File: src/rtl/firfc_pkg.sv
// shared constants and types of the full convolution fir
package firfc_pkg;

    localparam int MAX_TAPS    = 16;
    localparam int SAMPLE_BITS = 16;
    localparam int COUNT_BITS  = $clog2(MAX_TAPS + 1);
    localparam int IDX_BITS    = $clog2(MAX_TAPS);
    localparam int PROD_BITS   = 2 * SAMPLE_BITS;
    localparam int OUT_BITS    = 36;
    localparam int GROUP_SIZE  = 4;
    localparam int NUM_GROUPS  = (MAX_TAPS + GROUP_SIZE - 1) / GROUP_SIZE;
    localparam int GRP_BITS    = PROD_BITS + $clog2(GROUP_SIZE);

    localparam logic [COUNT_BITS-1:0] TAP_COUNT_RESET = COUNT_BITS'(MAX_TAPS);

    localparam logic OP_COEF   = 1'b0;
    localparam logic OP_SAMPLE = 1'b1;

    typedef struct packed {
        logic valid;
        logic last;
        logic short_rec;
    } meta_t;

    typedef struct packed {
        logic adv;
        logic shift;
        logic clr;
    } cell_ctrl_t;

endpackage

File: src/rtl/firfc_sum.sv
// registered adder tree over the cell products and the output register
module firfc_sum import firfc_pkg::*; (
    input  logic                        aclk,
    input  logic                        aresetn,
    input  logic                        adv,
    input  meta_t                       meta_in,
    input  logic signed [PROD_BITS-1:0] prod [MAX_TAPS],
    output meta_t                       meta_out,
    output logic signed [OUT_BITS-1:0]  filtered
);

    logic signed [GRP_BITS-1:0] grp_reg  [NUM_GROUPS];
    logic signed [GRP_BITS-1:0] grp_next [NUM_GROUPS];
    meta_t                      meta2_reg;
    meta_t                      grp_meta_reg;
    meta_t                      out_meta_reg;
    logic signed [OUT_BITS-1:0] out_reg;
    logic signed [OUT_BITS-1:0] out_next;

    // first level: groups of neighboring cells
    always_comb begin
        for (int g = 0; g < NUM_GROUPS; g++) begin
            grp_next[g] = '0;
            for (int k = 0; k < GROUP_SIZE; k++) begin
                if (g * GROUP_SIZE + k < MAX_TAPS) begin
                    grp_next[g] = grp_next[g] + GRP_BITS'(prod[g * GROUP_SIZE + k]);
                end
            end
        end
    end

    always_comb begin
        out_next = '0;
        for (int g = 0; g < NUM_GROUPS; g++) begin
            out_next = out_next + OUT_BITS'(grp_reg[g]);
        end
    end

    always_ff @(posedge aclk) begin
        if (adv) begin
            for (int g = 0; g < NUM_GROUPS; g++) begin
                grp_reg[g] <= grp_next[g];
            end
            out_reg <= out_next;
        end
    end

    // meta follows the data: product, group and output stages
    always_ff @(posedge aclk) begin
        if (!aresetn) begin
            meta2_reg    <= '0;
            grp_meta_reg <= '0;
            out_meta_reg <= '0;
        end else if (adv) begin
            meta2_reg    <= meta_in;
            grp_meta_reg <= meta2_reg;
            out_meta_reg <= grp_meta_reg;
        end
    end

    assign meta_out = out_meta_reg;
    assign filtered = out_reg;

endmodule

File: config.mk
export PLATFORM = sky130hd
export DESIGN_NAME = firfc_sum
export DESIGN_NICKNAME = d
export VERILOG_FILES = /design/src/rtl/firfc_pkg.sv /design/src/rtl/firfc_sum.sv
export SDC_FILE = /design/constraint.sdc
export NUM_CORES = 1
export LEC_CHECK = 0
export ABC_AREA = 1
export BUFFER_PORTS_ARGS = -buffer_cell sky130_fd_sc_hd__buf_2
export CORE_MARGIN = 3
export CORE_UTILIZATION = 55
export DETAILED_ROUTE_END_ITERATION = 12
export PLACE_DENSITY = 0.8
export REMOVE_ABC_BUFFERS = 1
export SLEW_MARGIN = 20
export SYNTH_ARGS = -nofsm -noshare
export SYNTH_HDL_FRONTEND = slang
export SYNTH_SLANG_ARGS = --single-unit
export TNS_END_PERCENT = 10
File: constraint.sdc
create_clock -name aclk -period 3.7 [get_ports aclk]
set_input_delay 0 -clock aclk [delete_from_list [all_inputs] [get_ports aclk]]
set_output_delay 0 -clock aclk [all_outputs]
set_load 0.01 [all_outputs]
==> run metrics, run 1 <==
CTS sink count=181; Filler cells=4179; total wire length=73.7 mm; met3 GRT Util=0.0430; fin crit share=0.908; vias in the first global route=23400; flops & latches, synth=181; Final Hold Vio Count=0; largest family of logic cells by synthesized area=adder cells; Core Region=46800 um2; IO Count=557; critical path, cell by cell=inv_1 > fa_1 > inv_1 > fa_1 > ha_1 > inv_1 > fa_1 > inv_1 > nand3_1 > nand3_1 > nand2_1 > nand2_1 > nand2_1 > nand2_1 > nand2_1 > nand3_1 > nand2_1; Period minus WS final=3360 ps; Worst Path Buf+Inv=4; first-pass GRT wire length=117 mm; Synth Area in Compound Gates=0.0649; die width=224 um; DR pass1 iterations=6; Syn Inst Count=3565; max FFs per register=136; Root Buffer Master=clkbuf_16; wire per inst=15.4 um; unrepaired setup endpoints after global routing=no; xor/xnor share of the synthesized area=0.0274; count of input and output buffers=556; post-synthesis cell type count=25; Crit. End Element=register; Synth Area in Adders=0.332; dpl hpwl=66.4 mm; critical path's largest stage delay=520 ps; YS warnings=0; critical path arrival=3560 ps; Syn Area/Cell=7.34 um2; family with the most delay on the worst path=adder cells; synth-to-layout area growth=16.4%; DRC=0; Worst path most repeated cell=nand2_1; Hold Startpoint=prod[320]; initial antenna violation count=5; fin nets=5165; commonest non-fill, non-tap cell in the layout=inv_1; commonest non-fill, non-tap cells in the layout=inv_1 (1155), nand2_1 (814), buf_2 (555); Finish-stage setup viols=0; Num CTS Buffers=17; Register Area=5350 um2; status=finished clean; Setup crit start=grp_reg[0][1]; mux contribution to synthesized area=0; Clock Pin Slew Worst Setup and Hold Paths=70 ps; met2 GRT Util=0.511; Crit-path slowest cell=fa_1; H-tree level count=4; Critical Path Start Type=register; CTS tree=built; Multi-input gate area=16500 um2; DR iter-0 viols=1777; Clock Skews=9.81 ps; Setup Crit Path Kind=reg2reg; synthesized area=26200 um2; grt met1 use=0.390; Clk Latency, worst-skew pair=440 ps; Min-Delay Path Class=in2reg; slew margin rel.=0.582; Post-CTS Setup Repair Bufs=0; gr usage total=0.296; fmax=0.298 GHz; MaxCap Viol Count=0; GPL Wtd Cong=0.967; # diodes=0; share of layout cells above drive strength 1=0.153; die height=224 um; GRT overflow=0; Critical Path RT=3900 ps; FF-to-FF Start=grp_reg[0][1]; Std-Cell Rows=79; die area=50200 um2; Antenna Nets Post-Route=0; largest net degree at the start of global routing=88; global route hottest layer=met2; worst slew pin tran=624 ps; simple-gate share of the synthesized area=0.206; setup TNS=0 ps; Starting Density=0.560; Slew Limit Fails=0; Seq/Total Area, Yosys=0.204; crit path max fanout=3; DR vias=23600; Vias per Instance=4.94; CTS Buffer Depth=2
## per-layer routing
layer / vias to the layer above / wire (um)
met5: - / 78
met4: 10 / 2080
met3: 114 / 5370
met2: 861 / 36200
met1: 10900 / 29900
li1: 11700 / -
## worst min-delay path: stages
cell and delay (ps):
buf_2 90, fa_1 170, ha_1 120
## cells in the mapped netlist (all sizes together)
master | count | area share
fa | 329 | 0.25
edfxtp | 172 | 0.20
nand3b | 4 | 0.0011
o21ai | 117 | 0.022
nand4 | 34 | 0.0081
a21oi | 181 | 0.035
nand2 | 853 | 0.13
nor3 | 46 | 0.0092
o21a | 1 | 0.00029
inv | 1155 | 0.17
dfxtp | 9 | 0.0069
clkbuf | 1 | 0.00014
xor2 | 76 | 0.025
o21bai | 15 | 0.0043
nand3 | 103 | 0.020
clkinv | 1 | 0.00014
nor2 | 285 | 0.041
xnor2 | 6 | 0.0020
ha | 167 | 0.080
a21o | 10 | 0.0029
## worst paths after layout
path | endpoint | slack (ps) | cells past startpoint
worst min-delay path | grp_reg[1][0] | 50 | 3
worst max-delay path | filtered[33] | 340 | 17
worst min register to register | meta_out[2] | 480 | 2
worst max register to register | filtered[33] | 340 | 17
## logic make-up after synthesis
kind of cell / Yosys count
AO/OA/AOI/OAI: 324
XOR/XNOR: 82
adder cells (fa/ha/maj): 496
buffers and inverters: 1157
flip-flops: 181
AND/OR/NAND/NOR: 1325
## final cells by class
type	instances	area share
inverter	1156	0.142
sequential	181	0.175
multi-input combinational	2227	0.541
timing repair buffer	568	0.0957
clock buffer	18	0.0141
clock inverter	13	0.00637
tap	607	0.0249
## repair_timing
action | 4_1_cts | 5_1_grt
endpoints found under the setup margin | 0 | 0
hold buffers | 10 | 0
hold endpoints to repair | 12 | 0
gates resized for setup | 0 | 0
## per-stage QoR
stage	hold WS, ps	utilization	std cells	setup slack [ps]	area [um2]
after floorplan	112	-	3564	636	26200
after global routing	60.9	0.652	4770	56.4	30500
after global placement	242	0.636	4729	406	29700
after detailed placement	232	0.636	4729	309	29700
after CTS	46.3	0.652	4770	315	30500
final	45.3	0.652	4770	341	30500
Power of run 1 is left out: the tool's default activity adds up to more than one toggle a clock period on the data nets, which glitch-free logic cannot reach.
==> inputs of run 2 (changes only) <==
ABC_AREA = unset   (was 1)
CORE_UTILIZATION = 25   (was 55)
PLACE_DENSITY = unset   (was 0.8)
clock period = 3.2 ns   (was 3.7 ns; I/O delays follow)
==> run 2 against run 1 <==
Synthesized area shrank 12%. Die area up 90%. Global-route usage is 15 points lower. First-iteration DRC count down 56%. Sequential share of layout area fell by 0.19 points. Critical path type unchanged. Via count decreased by 20%. The flow now finishes with violations (negative setup slack). Flip-flop and latch count did not move. Clock skew rose by 3.7 ps.
==> run metrics, run 2 <==
Setup Crit Path Kind=reg2reg; Min-Delay Path Class=in2reg; hold path endpoint=grp_reg[3][1]; H-tree level count=4; max FFs per register=136; die width=309 um; fin nets=4303; Syn Area/Cell=9.58 um2; IO Count=557; Antenna Nets Post-Route=0; Std-Cell Rows=110; Syn Inst Count=2398; Final WS setup=-757 ps; DRC=0; CTS tree=built; violated checks=negative setup slack; dpl ws=-1000 ps; slew margin rel.=0.531; FF-to-FF path depth=17; DR pass1 iterations=7; fmax=0.253 GHz; MaxCap Viol Count=0; Post-synth top cells=inv_1 (794), fa_1 (329), edfxtp_1 (172), ha_1 (167), a21oi_1 (135); synthesized area=23000 um2; Crit. End Element=register; first-pass GRT wire length=104 mm; CTS sink count=181; worst reg2reg endpoint=filtered[33]; Hold Startpoint=prod[97]; synth-to-layout area growth=34.0%; FF-to-FF Start=grp_reg[0][1]; Area contributors post-synth=fa_1 (29%), edfxtp_1 (22%), inv_1 (13%); unrepaired setup endpoints after global routing=yes; Clock Pin Slew Worst Setup and Hold Paths=80 ps; Primary FF master, synth=edfxtp_1; Vias per Instance=4.18; Util after Layout=0.340; Critical Path RT=3420 ps; setup TNS=-11760 ps; fin crit share=1.24; DR vias=18700; Seq/Total Area, Yosys=0.233; post-synthesis cell type count=73; share of layout cells above drive strength 1=0.306; GPL Wtd Cong=0.855; die area=95600 um2; Root Buffer Master=clkbuf_16; Period minus WS final=3960 ps; Num CTS Buffers=17; Clock Skews=13.5 ps; commonest non-fill, non-tap cells in the layout=inv_1 (791), buf_2 (555), fa_1 (323); Finish-stage setup viols=29; status=finished, violations left; setup slack, reg-to-reg=-760 ps; async set-reset flop share out of synthesis=0; vias in the first global route=19400; Synth top area share=0.287; wire per inst=15.4 um; commonest non-fill, non-tap cell in the layout=inv_1; CTS Buffer Depth=2; Core Region=90600 um2; Critical Path Start Type=register; Slew Limit Fails=0; flops & latches, synth=181; die height=309 um; count leader, synth=inv_1; largest net degree at the start of global routing=76; gr usage total=0.144; count of input and output buffers=556; hold path depth=3; largest area contributor in the netlist=fa_1; Final Cell Area=30800 um2; Final Hold Vio Count=0; Setup crit start=grp_reg[0][1]; worst slew pin tran=704 ps; Starting Density=0.254; GRT overflow=0; crit path max fanout=3; initial antenna violation count=4; DR iter-0 viols=774; total wire length=69.0 mm; YS warnings=0; dpl hpwl=61.3 mm; Clk Latency, worst-skew pair=480 ps; Post-synth EDFFs=172; Placed Instance Area=29600 um2; critical path arrival=4180 ps
run 2: how the worst max path moves through the flow:
stage,to,slack (ps)
final,filtered[33],-760
after global routing,filtered[33],-970
after CTS,filtered[33],-750
after detailed placement,filtered[25],-1000
after global placement,filtered[25],-970
after floorplan,filtered[25],-720
run 2: critical path: stages, from the launching register on:
cell and delay, ps:
edfxtp_1 360, inv_2 40, fa_1 530, inv_1 50, fa_1 490, ha_2 210
inv_2 50, fa_2 390, nor2b_2 130, o21ai_2 70, a21o_1 180, a311oi_2 220
buf_4 180, o2111ai_2 100, nand2b_1 180, a21oi_4 110, o311ai_4 290, xor2_1 100
run 2: cell families (layout without fill, tap and decap cells):
group | after synthesis | count (layout) | share of synthesized area
AOI/OAI and AO/OA | 475 | 475 | 0.137
xor gates and xnor gates | 147 | 147 | 0.0560
adders and majority gates | 496 | 496 | 0.378
buffers and inverters | 817 | 1721 | 0.134
DFF | 181 | 181 | 0.233
muxes | 9 | 9 | 0.00392
other | 0 | 2 | 0
and+or+nand+nor | 273 | 273 | 0.0590
run 2: what timing repair did:
item / 4_1_cts / 5_1_grt
resized for setup: 30 / 65
hold buffers: 13 / 0
pin swaps: 20 / 18
setup endpoints to repair: 60 / 83
gates cloned: 0 / 0
buffers inserted: 4 / 1
endpoints found under the hold margin: 14 / 0
run 2: metal layers:
metal	GRT usage	share of wire	vias up
met3	0.0363	0.064	37
met4	0.0263	0.013	4
li1	-	-	9289
met2	0.271	0.52	440
met1	0.166	0.40	8959
met5	0	0.00033	-
run 2: per-stage QoR:
| step | hold slack (ps) | instances |
|---|---|---|
| 6_report | 82.9 | 4480 |
| 5_1_grt | 55.6 | 4479 |
| 4_1_cts | 49.9 | 4478 |
| 3_5_place_dp | 269 | 4429 |
| 3_3_place_gp | 264 | 4429 |
| 2_1_floorplan | 112 | 2376 |
run 2: cell type report:
type	instances	area [um2]
Antenna cell	2	5.00
Inverter	795	2980
Clock buffer	17	425
Sequential cell	181	5350
Tap cell	1176	1470
Fill cell	9443	59800
Timing Repair Buffer	894	5390
Multi-Input combinational cell	1400	15000
Clock inverter	15	158
Power of run 2 is left out for the same reason.
==> inputs of run 3 (changes only) <==
RECOVER_POWER = 50   (was unset)
==> run 3 against run 2 <==
The flow finishes with violations (max-capacitance violations, max-slew violations, negative setup slack). Final area down 0.12%. Hold slack better by 2.5 ps. First-iteration DRC count down 1.4%. Register-to-register slack about the same. Flip-flop and latch count unchanged. Die area unchanged. Non-clock buffer count unchanged. Sequential share of layout area about the same. Final cell count unchanged. Via count about the same. Fmax down 0.24%. Clock skew up 1.8 ps.
==> run metrics, run 3 (same netlist as run 2, synthesis figures left out) <==
status=finished, violations left; violated checks=max-capacitance violations, max-slew violations, negative setup slack; Num CTS Buffers=17; Critical Path Start Type=register; count of input and output buffers=556; dpl hpwl=61.3 mm; share of layout cells above drive strength 1=0.305; fmax=0.252 GHz; hold_ws=85.4 ps; H-tree level count=4; first-pass GRT wire length=104 mm; crit path max fanout=3; IO Count=557; DRC=0; die width=309 um; total wire length=68.9 mm; wire per inst=15.4 um; fin crit share=1.24; Std-Cell Rows=110; die area=95600 um2; DR iter-0 viols=763; fin nets=4303; Antenna Nets Post-Route=0; DR vias=18700; critical path arrival=4180 ps; commonest non-fill, non-tap cells in the layout=inv_1 (791), buf_2 (555), fa_1 (323); Clock Skews=15.4 ps; DR pass1 iterations=7; GPL Wtd Cong=0.855; unrepaired setup endpoints after global routing=yes; Clock Pin Slew Worst Setup and Hold Paths=80 ps; Min-Delay Path Class=in2reg; gr usage total=0.144; die height=309 um; CTS Buffer Depth=2; Slew Limit Fails=76; max FFs per register=136; Period minus WS final=3970 ps; slew margin rel.=-0.451; vias in the first global route=19400; Vias per Instance=4.18; synth-to-layout area growth=33.8%; Final Hold Vio Count=0; Critical Path RT=3420 ps; MaxCap Viol Count=1; Root Buffer Master=clkbuf_16; Core Region=90600 um2; commonest non-fill, non-tap cell in the layout=inv_1; Starting Density=0.254; largest net degree at the start of global routing=76; Final WS setup=-766 ps; Setup Crit Path Kind=reg2reg; GRT overflow=0; worst slew pin tran=2180 ps; Clk Latency, worst-skew pair=480 ps; CTS tree=built; CTS sink count=181; initial antenna violation count=4; Crit. End Element=register; Finish-stage setup viols=29
## run 3: changes by cell type in the layout (fill, tap and decap cells not counted)
| cell | before | now |
|---|---|---|
| clkbuf_2 | 0 | 3 |
| clkbuf_1 | 0 | 3 |
| buf_12 | 1 | 0 |
| buf_4 | 320 | 316 |
| clkbuf_8 | 1 | 0 |
## run 3: layer usage
metal  share of wire  routed length, um  track usage
met1            0.40              27800        0.166
met2            0.52              35800        0.271
met3           0.064               4430       0.0363
met4           0.013                909       0.0263
met5         0.00033                 23            0
## run 3: path summary, 6_finish.rpt
path / start / endpoint / slack, ps / depth (start not counted)
worst max register to register: grp_reg[0][1] / filtered[33] / -770 / 17
worst max-delay path: grp_reg[0][1] / filtered[33] / -770 / 17
worst min register to register: meta_out[2] / meta_out[2] / 520 / 2
worst min-delay path: prod[97] / grp_reg[3][1] / 90 / 3
## run 3: what timing repair did
item | in CTS | in global routing
pin swaps | 20 | 18
endpoints found under the hold margin | 14 | 0
endpoints found under the setup margin | 60 | 83
hold buffers | 13 | 0
buffers inserted | 4 | 1
resized for setup | 30 | 65
cloned | 0 | 0
## run 3: worst max-delay path, cell delays in order (launching register included)
cell and delay, ps:
edfxtp_1 360, inv_2 40, fa_1 530, inv_1 60
fa_1 490, ha_2 210, inv_2 50, fa_2 390
nor2b_2 130, o21ai_2 70, a21o_1 180, a311oi_2 220
buf_4 180, o2111ai_2 100, nand2b_1 180, a21oi_4 110
o311ai_4 290, xor2_1 100
## run 3: cell type report
| type | count | area [um2] |
|---|---|---|
| diodes | 2 | 5.00 |
| clock buffers | 17 | 425 |
| clock inverters | 15 | 158 |
| fillers | 9447 | 59800 |
| inverters | 795 | 2980 |
| multi-input cells | 1400 | 15000 |
| flip-flops and latches | 181 | 5350 |
| well taps | 1176 | 1470 |
| repair buffers | 894 | 5350 |
## run 3: metrics by stage
stage	setup TNS [ps]	util	area (um2)	instances	worst slack (ps)
after floorplan	-10710	-	22900	2376	-721
after global placement	-48680	0.327	29600	4429	-967
after detailed placement	-50200	0.327	29600	4429	-1000
after CTS	-15680	0.336	30500	4478	-751
after global routing	-18500	0.340	30800	4479	-969
final	-11950	0.340	30800	4480	-766
Power of run 3 is left out for the same reason.
