`src/rtl/firfc_pkg.sv`:
```
// shared constants and types of the full convolution fir
package firfc_pkg;

    localparam int MAX_TAPS    = 16;
    localparam int SAMPLE_BITS = 16;
    localparam int COUNT_BITS  = $clog2(MAX_TAPS + 1);
    localparam int IDX_BITS    = $clog2(MAX_TAPS);
    localparam int PROD_BITS   = 2 * SAMPLE_BITS;
    localparam int OUT_BITS    = 36;
    localparam int GROUP_SIZE  = 4;
    localparam int NUM_GROUPS  = (MAX_TAPS + GROUP_SIZE - 1) / GROUP_SIZE;
    localparam int GRP_BITS    = PROD_BITS + $clog2(GROUP_SIZE);

    localparam logic [COUNT_BITS-1:0] TAP_COUNT_RESET = COUNT_BITS'(MAX_TAPS);

    localparam logic OP_COEF   = 1'b0;
    localparam logic OP_SAMPLE = 1'b1;

    typedef struct packed {
        logic valid;
        logic last;
        logic short_rec;
    } meta_t;

    typedef struct packed {
        logic adv;
        logic shift;
        logic clr;
    } cell_ctrl_t;

endpackage

```
`src/rtl/firfc_cell.sv`:
```
// one tap cell: history sample, coefficient and registered product
module firfc_cell import firfc_pkg::*; (
    input  logic                          aclk,
    input  cell_ctrl_t                    ctrl,
    input  logic signed [SAMPLE_BITS-1:0] din,
    input  logic                          tap_we,
    input  logic signed [SAMPLE_BITS-1:0] tap_din,
    input  logic                          in_use,
    output logic signed [SAMPLE_BITS-1:0] hist,
    output logic signed [PROD_BITS-1:0]   prod
);

    logic signed [SAMPLE_BITS-1:0] hist_reg;
    logic signed [SAMPLE_BITS-1:0] tap_reg;
    logic signed [PROD_BITS-1:0]   prod_reg;
    logic signed [PROD_BITS-1:0]   prod_next;

    always_comb begin
        prod_next = '0;
        if (in_use) begin
            prod_next = PROD_BITS'(tap_reg) * PROD_BITS'(hist_reg);
        end
    end

    always_ff @(posedge aclk) begin
        if (ctrl.shift) begin
            hist_reg <= ctrl.clr ? '0 : din;
        end
        if (tap_we) begin
            tap_reg <= tap_din;
        end
        if (ctrl.adv) begin
            prod_reg <= prod_next;
        end
    end

    assign hist = hist_reg;
    assign prod = prod_reg;

endmodule

```
`config.mk`:
```
export PLATFORM = sky130hd
export DESIGN_NAME = firfc_cell
export DESIGN_NICKNAME = d
export VERILOG_FILES = /design/src/rtl/firfc_pkg.sv /design/src/rtl/firfc_cell.sv
export SDC_FILE = /design/constraint.sdc
export NUM_CORES = 1
export LEC_CHECK = 0
export BUFFER_PORTS_ARGS = -buffer_cell sky130_fd_sc_hd__clkbuf_2
export CORE_MARGIN = 1
export CORE_UTILIZATION = 65
export CTS_BUF_LIST = sky130_fd_sc_hd__clkbuf_4 sky130_fd_sc_hd__clkbuf_8
export DETAILED_ROUTE_END_ITERATION = 10
export PLACE_DENSITY = 0.85
export SKIP_CTS_REPAIR_TIMING = 1
export SLEW_MARGIN = 15
export SYNTH_ARGS = -nofsm -noshare
export SYNTH_HDL_FRONTEND = slang
export SYNTH_SLANG_ARGS = --single-unit
```
`constraint.sdc`:
```
create_clock -name aclk -period 9.9 [get_ports aclk]
set_input_delay 0.495 -clock aclk [delete_from_list [all_inputs] [get_ports aclk]]
set_output_delay 0.495 -clock aclk [all_outputs]
set_load 0.03 [all_outputs]
```
==> flow_metrics.tcl, run 1 <==
set metrics [dict create \
    status "complete, but fails checks" \
    violations "design-rule violations" \
    hold_path.class "primary input to register" \
    async_flop_share_pct 0 \
    finalHoldViolations 0 \
    grt_pass1_wl_um 49900 \
    vias 8886 \
    hpwl_um 23900 \
    firstDrtPassIters 8 \
    setup_tns_ps 0 \
    antenna_found_initial 0 \
    num_rows 49 \
    area_delta_synth_final_pct 6.48 \
    routed_wl_um 29800 \
    worst_slew_pin_slew_ps 856 \
    r2r_end "prod[31]" \
    drt_drc_violations_left 3 \
    gp_congestion 0.914 \
    r2r_slack_ps 3420 \
    nets 1669 \
    clockBufferDepth 2 \
    port_buffers 85 \
    antenna_left 0 \
    drt_first_iter_violations 700 \
    fmax_ghz 0.154 \
    critPathRequiredTime_ps 10050 \
    synth_ff_type "edfxtp_1" \
    fin_crit_sh_pct 65.5 \
    synth-seq-cells 64 \
    syn_avg_cell_area_um2 9.92 \
    max_cap_viol_count 0 \
    min_from "tap_din[13]" \
    fillers 1331 \
    syn_inst 1230 \
    drt-vias-per-instance 5.84 \
    grt_max_degree 33 \
    crit_start "hist[4]" \
    routedWlPerCell_um 19.6 \
    rsz0062_at_grt "false" \
    rr_startpoint "hist[4]" \
    synth_cell_type_count 46 \
    max-slew-margin-rel_pct 42.9 \
    clock-sinks 64 \
    die_area_um2 19300 \
    cts-buffers-inserted 9 \
    maxSlewViolCount 0 \
    reg2regPathDepth 17 \
    yosys_warnings 0 \
    core_um2 18200 \
    min_to "tap_reg[13]" \
    io_pins 86 \
    die_width_um 139 \
    cts_tree "built" \
    synth_edf_count 64 \
    grt-ovfl-total 0 \
    synth_fp_nets 1612 \
    syn_area_um2 12200 \
    whs_path_depth 1 \
    cts_max_level 3 \
    die_h_um 139 \
    drive_gt1_share_pct 8.67 \
    startpoint_type "register" \
    worstPathArrival_ps 6630 \
    initial_core_util_pct 67.0 \
    grt_pass1_vias 9805 \
    cts-root-buf "clkbuf_8" \
    seq_area_frac_synth_pct 15.7 \
    diodes 0 \
    fin_crit_ps 6480 \
    crit_type "register to register" \
    largest_reg_flops 32 \
    grt_use_total_pct 33.8 \
    endpoint_kind "register" \
    critPathMaxFanout 17 \
    insertion_delay_ps 390 \
    setup_viol 0 \
    clk_pin_slew_worst_paths_ps 110 \
    finClkSkew_ps 31.7 \
]
==> per-stage QoR <==
| stage | worst slack, ps | instances | utilization [%] | hold slack [ps] | cell area [µm²] |
|---|---|---|---|---|---|
| finish | 3420 | 1521 | 71.4 | 272 | 13000 |
| global route | 3080 | 1521 | 71.4 | 275 | 13000 |
| CTS | 3470 | 1521 | 71.4 | 276 | 13000 |
| detailed placement | 3520 | 1505 | 70.1 | 675 | 12800 |
| global placement | 3650 | 1505 | 70.1 | 673 | 12800 |
| floorplan | 3850 | 1230 | - | 594 | 12200 |
==> synth_stat cells (3+ instances only) <==
library cell,number,area (µm²)
inv_1,291,1090
fa_1,262,5250
nand2_1,142,533
and2_1,126,788
ha_1,82,1030
edfxtp_1,64,1920
clkbuf_1,38,143
nor2_1,36,135
a21oi_1,30,150
nor2b_1,19,119
xnor2_1,18,158
o21ai_0,15,75.1
a21o_1,10,75.1
nor3_1,10,50.1
nand2b_1,8,50.1
nand3_1,7,35.0
o211ai_1,7,52.6
o21a_1,7,52.6
xor2_1,7,61.3
a211oi_1,5,37.5
a31oi_1,4,25.0
mux2i_1,4,40.0
nor3b_1,4,30.0
a21boi_0,3,22.5
and3_1,3,18.8
nand4_1,3,18.8
==> area by class of cell <==
cell class                 count  area, µm²  area share, %
multi-input combinational    836       9040           69.6
sequential                    64       1920           14.8
inverter                     291       1090           8.40
timing repair buffer          85        425           3.27
tap                          229        287           2.20
clock buffer                   9        124          0.953
clock inverter                 7        103          0.789
==> logic make-up (layout without fill, tap and decap cells) <==
kind of cell    count (synthesis)  in the layout  share of synthesized area [%]
mux                             4              4                          0.328
buf+inv                       330            392                           10.2
xor+xnor                       25             25                           1.79
compound gates                100            100                           5.76
flops                          64             64                           15.7
simple gates                  363            363                           14.8
fa+ha+maj                     344            344                           51.4
==> metal layers <==
| layer | vias up | track usage, % | wire (µm) |
|---|---|---|---|
| met1 | 4527 | 43.1 | 11000 |
| li1 | 3815 | - | - |
| met2 | 445 | 57.7 | 15200 |
| met3 | 99 | 5.04 | 2210 |
| met5 | - | 0 | 0 |
| met4 | 0 | 15.2 | 1390 |
==> worst max-delay path: stages, from the launching register on <==
cell	delay, ps
edfxtp_1	820
nand2_1	290
fa_1	600
inv_1	70
fa_1	730
fa_1	520
fa_1	530
fa_1	510
inv_1	50
fa_1	480
inv_1	40
ha_1	350
a21oi_1	250
o21ai_0	190
a31oi_1	290
o21ai_0	160
o21a_1	200
o21a_1	170
==> worst max-delay path by stage <==
stage / endpoint / slack [ps] / cells after the start
after floorplan: prod[28] / 3850 / 18
after global placement: prod[31] / 3650 / 17
after detailed placement: prod[31] / 3520 / 17
after CTS: prod[31] / 3470 / 19
after global routing: prod[31] / 3080 / 17
final: prod[31] / 3420 / 17
==> placed cells by master (no fill, tap or decap), types with 15 or more instances in the layout <==
master / synthesis / routed
o21ai_0: 15 / 15
nor2b_1: 19 / 19
nor2_1: 36 / 36
nand2_1: 142 / 142
and2_1: 126 / 126
xnor2_1: 18 / 18
inv_1: 291 / 291
a21oi_1: 30 / 30
fa_1: 262 / 262
edfxtp_1: 64 / 64
ha_1: 82 / 82
clkbuf_2: 0 / 85
Power of run 1 is left out: the tool's default activity adds up to more than one toggle a clock period on the data nets, which glitch-free logic cannot reach.
==> run 2, diff against run 1 <==
- ABC_AREA: unset -> 1
- clock period: 9.9 -> 6.35 ns (I/O delays scaled with it)
==> flow_metrics.tcl, run 2 <==
set metrics [dict create \
    grt-ovfl-total 0 \
    firstDrtPassIters 5 \
    setup_tns_ps 0 \
    routed_wl_um 31200 \
    startpoint_type "register" \
    nets 2043 \
    die_area_um2 20600 \
    drive_gt1_share_pct 9.06 \
    maxSlewViolCount 0 \
    reg2regPathDepth 19 \
    insertion_delay_ps 370 \
    cpPeakStageDelay_ps 770 \
    synth_edf_count 64 \
    finalHoldViolations 0 \
    synthAdderAreaFrac_pct 48.2 \
    min_from "tap_din[11]" \
    synth_top_area_share_pct 40.3 \
    fin_crit_sh_pct 94.2 \
    worst_slew_pin_slew_ps 835 \
    syn_avg_cell_area_um2 8.09 \
    port_buffers 85 \
    r2r_slack_ps 370 \
    max_cap_viol_count 0 \
    area_delta_synth_final_pct 6.67 \
    cts-buffers-inserted 9 \
    fmax_ghz 0.167 \
    rsz0062_at_grt "false" \
    synth_simple_gate_area_share_pct 18.0 \
    clock-sinks 64 \
    status "finished clean" \
    initial_core_util_pct 66.6 \
    grt_use_total_pct 33.8 \
    routedWlPerCell_um 16.1 \
    min_to "tap_reg[11]" \
    core_um2 19500 \
    drt_drc_violations_left 0 \
    synth_most_common_cell "inv_1" \
    antenna_found_initial 0 \
    synth_top_family_by_area "adder cells" \
    grt_max_degree 33 \
    yosys_warnings 0 \
    largest_reg_flops 32 \
    drt_first_iter_violations 918 \
    cts_tree "built" \
    r2r_end "prod[31]" \
    drt-vias-per-instance 5.31 \
    synth_ff_type "edfxtp_1" \
    grt_pass1_vias 11000 \
    netlist_top_cells_area "fa_1 40%, edfxtp_1 15%, inv_1 14%" \
    clockBufferDepth 2 \
    io_pins 86 \
    synth_commonest_cells "494 x inv_1, 412 x nand2_1, 262 x fa_1, 91 x nor2_1, 82 x ha_1" \
    syn_inst 1607 \
    synth_fp_nets 1989 \
    endpoint_kind "register" \
    setup_viol 0 \
    final_common_cell "inv_1" \
    cts_max_level 3 \
    synth_top_cell_by_area "fa_1" \
    antenna_left 0 \
    muxShareOfSynthArea_pct 0 \
    fin_crit_ps 5980 \
    finClkSkew_ps 12.8 \
    whs_path_depth 1 \
    worstPathArrival_ps 6100 \
    seq_area_frac_synth_pct 14.8 \
    synth_compound_area_share_pct 2.58 \
    die_width_um 143 \
    vias 10200 \
    clk_pin_slew_worst_paths_ps 90 \
    gp_congestion 0.971 \
    critPathRequiredTime_ps 6470 \
    num_rows 51 \
    grt_pass1_wl_um 52200 \
    hpwl_um 25200 \
    diodes 0 \
    synth-seq-cells 64 \
    max-slew-margin-rel_pct 44.3 \
    critPathMaxFanout 13 \
    crit_chain "buf_4, nand2_1, inv_1, fa_1, fa_2, inv_1, fa_1, fa_1, fa_1, fa_1, inv_1, ha_1, nand2_1, nor3_1, nand3_1, nand2_1, nand2_1, nand2_1, nor2_1" \
    synth_cell_type_count 29 \
    rr_startpoint "tap_reg[15]" \
    hold_path.class "primary input to register" \
    crit_path_top_delay_cell "fa_2" \
    cts-root-buf "clkbuf_8" \
    final_cell_mix "494 x inv_1, 412 x nand2_1, 261 x fa_1" \
    crit_type "register to register" \
    async_flop_share_pct 0 \
    synth_xor_area_share_pct 0.269 \
    syn_area_um2 13000 \
    die_h_um 143 \
]
## run 2: cell count changes after synthesis, moves of 9 or more
cell      change
and2_1      -124
a21o_1        -9
nand3_1      +25
clkbuf_1     +24
nor2_1       +55
inv_1       +203
nand2_2      +10
xnor2_1      -15
nand2_1     +270
nor2b_1      -19
## run 2: layout make-up
class | instances | area [µm²]
Timing Repair Buffer | 107 | 591
Inverter | 494 | 1850
Fill cell | 1480 | 5650
Sequential cell | 64 | 1920
Tap cell | 265 | 332
Clock buffer | 10 | 131
Clock inverter | 6 | 60.1
Multi-Input combinational cell | 985 | 8980
## run 2: stage by stage
step	setup WS (ps)	hold slack [ps]	util, %	instances	area, µm²
2_1_floorplan	601	416	-	1607	13000
3_3_place_gp	407	495	69.9	1911	13600
3_5_place_dp	312	496	69.9	1911	13600
4_1_cts	235	105	70.9	1927	13800
5_1_grt	38.8	100	71.0	1931	13900
6_report	368	115	71.0	1931	13900
## run 2: layer usage
layer	vias up	track usage (%)	wire length (µm)
li1	4658	-	-
met1	4924	39.0	11200
met2	516	58.9	15700
met3	147	6.96	2580
met4	0	18.6	1660
met5	-	0	0
## run 2: worst max-delay path by stage
| stage | startpoint | end | depth (start not counted) |
|---|---|---|---|
| global placement | tap_reg[15] | prod[25] | 20 |
| finish | tap_reg[15] | prod[31] | 19 |
| CTS | tap_reg[15] | prod[29] | 18 |
| global route | tap_reg[15] | prod[29] | 18 |
| floorplan | hist[5] | prod[28] | 21 |
| detailed placement | tap_reg[15] | prod[31] | 18 |
## run 2: logic make-up after synthesis
kind of cell | count (synthesis)
and+or+nand+nor | 576
buffers and inverters | 558
adders and majority gates | 344
DFF | 64
AOI/OAI and AO/OA | 61
xor gates and xnor gates | 4
## run 2: worst max-delay path, delay by kind of cell, from the launching register on
family	cells	cell delay (ps)
simple gates	8	920
fa+ha+maj	7	3730
buf+inv	4	450
flops	1	610
Power of run 2 is left out for the same reason.
==> run 3, diff against run 2 <==
- CELL_PAD_IN_SITES_DETAIL_PLACEMENT: unset -> 1
- CELL_PAD_IN_SITES_GLOBAL_PLACEMENT: unset -> 2
- CORE_UTILIZATION: 65 -> 39
- PLACE_DENSITY: 0.85 -> unset
- PLACE_DENSITY_LB_ADDON: unset -> 0.1
==> flow_metrics.tcl, run 3 (synthesized netlist as in run 2, its figures left out) <==
set metrics [dict create \
    status "finished clean" \
    largest_reg_flops 32 \
    clockBufferDepth 2 \
    finalHoldViolations 0 \
    critPathMaxFanout 11 \
    cts_tree "built" \
    maxSlewViolCount 0 \
    die_area_um2 34100 \
    startpoint_type "register" \
    endpoint_kind "register" \
    fin_crit_ps 6110 \
    firstDrtPassIters 4 \
    insertion_delay_ps 430 \
    routed_wl_um 38300 \
    crit_end "prod[23]" \
    area_delta_synth_final_pct 10.2 \
    grt_max_degree 33 \
    cts-buffers-inserted 9 \
    max_cap_viol_count 0 \
    die_width_um 185 \
    worstPathArrival_ps 6280 \
    core_um2 32700 \
    fin_cells 2133 \
    r2r_slack_ps 240 \
    critPathRequiredTime_ps 6520 \
    cts_max_level 3 \
    drt-vias-per-instance 4.67 \
    fmax_ghz 0.164 \
    grt_use_total_pct 25.1 \
    grt_pass1_vias 11500 \
    crit_start "tap_reg[12]" \
    max-slew-margin-rel_pct 39.6 \
    diodes 0 \
    routedWlPerCell_um 17.9 \
    crit_path_top_delay_cell "edfxtp_1" \
    fin_crit_sh_pct 96.2 \
    initial_core_util_pct 39.8 \
    drt_drc_violations_left 0 \
    crit_buf_inv 5 \
    rsz0062_at_grt "false" \
    utilization_pct 43.8 \
    grt_pass1_wl_um 63200 \
    hpwl_um 33200 \
    drt_first_iter_violations 393 \
    placed_area_um2 14000 \
    final_common_cell "inv_1" \
    hold_path.class "primary input to register" \
    r2r_end "prod[23]" \
    crit_type "register to register" \
    nets 2068 \
    port_buffers 85 \
    grt-ovfl-total 0 \
    drive_gt1_share_pct 10.5 \
    gp_congestion 0.858 \
    cpPeakStageDelay_ps 730 \
    finClkSkew_ps 33.5 \
    num_rows 66 \
    antenna_found_initial 0 \
    clk_pin_slew_worst_paths_ps 130 \
    io_pins 86 \
    crit_family "adder cells" \
    cts-root-buf "clkbuf_8" \
    die_h_um 185 \
    stdcell_area_um2 14300 \
    vias 9961 \
    crit_top_cell "fa_1" \
    setup_tns_ps 0 \
    rr_startpoint "tap_reg[12]" \
    final_cell_mix "493 x inv_1, 412 x nand2_1, 260 x fa_1" \
    reg2regPathDepth 21 \
    antenna_left 0 \
    cp_num_cells 21 \
    setup_viol 0 \
    worst_slew_pin_slew_ps 906 \
    crit_chain "buf_4, nand2_1, fa_1, inv_1, fa_1, fa_1, fa_1, fa_1, inv_1, fa_1, inv_1, ha_1, nand2_1, nor2_1, inv_1, nor2_1, nand4_1, nand2_1, nand2_1, nand2_1, nor2_1" \
    placed_cells 2110 \
    clock-sinks 64 \
]
[run 3: cell types whose count changed in the layout (fill, tap and decap cells not counted), sizes merged]
cell / before / now
buf: 22 / 47
inv: 494 / 495
clkbuf: 95 / 94
[run 3: stage by stage]
step	hold slack, ps	setup WS (ps)
6_report	58.6	238
5_1_grt	35.5	2.19
4_1_cts	9.46	55.9
3_5_place_dp	497	90.4
3_3_place_gp	495	132
2_1_floorplan	416	601
[run 3: how the worst min path moves through the flow]
stage	startpoint	end	slack (ps)	cells past startpoint
after CTS	tap_din[3]	tap_reg[3]	9	1
after global placement	tap_din[13]	tap_reg[13]	490	1
final	tap_din[3]	tap_reg[3]	60	1
after floorplan	tap_din[0]	tap_reg[0]	420	0
after detailed placement	tap_din[13]	tap_reg[13]	500	1
after global routing	tap_din[3]	tap_reg[3]	40	1
[run 3: layout make-up]
type / instances / area, µm²
clock buffer: 9 / 124
clock inverter: 7 / 68.8
fill: 4053 / 18400
inverter: 494 / 1860
multi-input combinational: 985 / 8980
sequential: 64 / 1920
tap: 442 / 553
timing repair buffer: 132 / 816
[run 3: worst reg2reg max path, stage by stage (launching register included)]
cell and delay, ps:
edfxtp_1 730, buf_4 260, nand2_1 90, fa_1 560, inv_1 60, fa_1 580
fa_1 450, fa_1 470, fa_1 500, inv_1 50, fa_1 470, inv_1 40
ha_1 380, nand2_1 120, nor2_1 150, inv_1 70, nor2_1 300, nand4_1 260
nand2_1 160, nand2_1 60, nand2_1 60, nor2_1 50
[run 3: layer usage]
metal	up-vias	wire length, µm	global-route usage (%)
met1	5089	16800	31.7
li1	4706	-	-
met5	-	0	0
met3	30	785	2.29
met4	0	697	6.28
met2	136	20000	45.9
Power of run 3 is left out for the same reason.
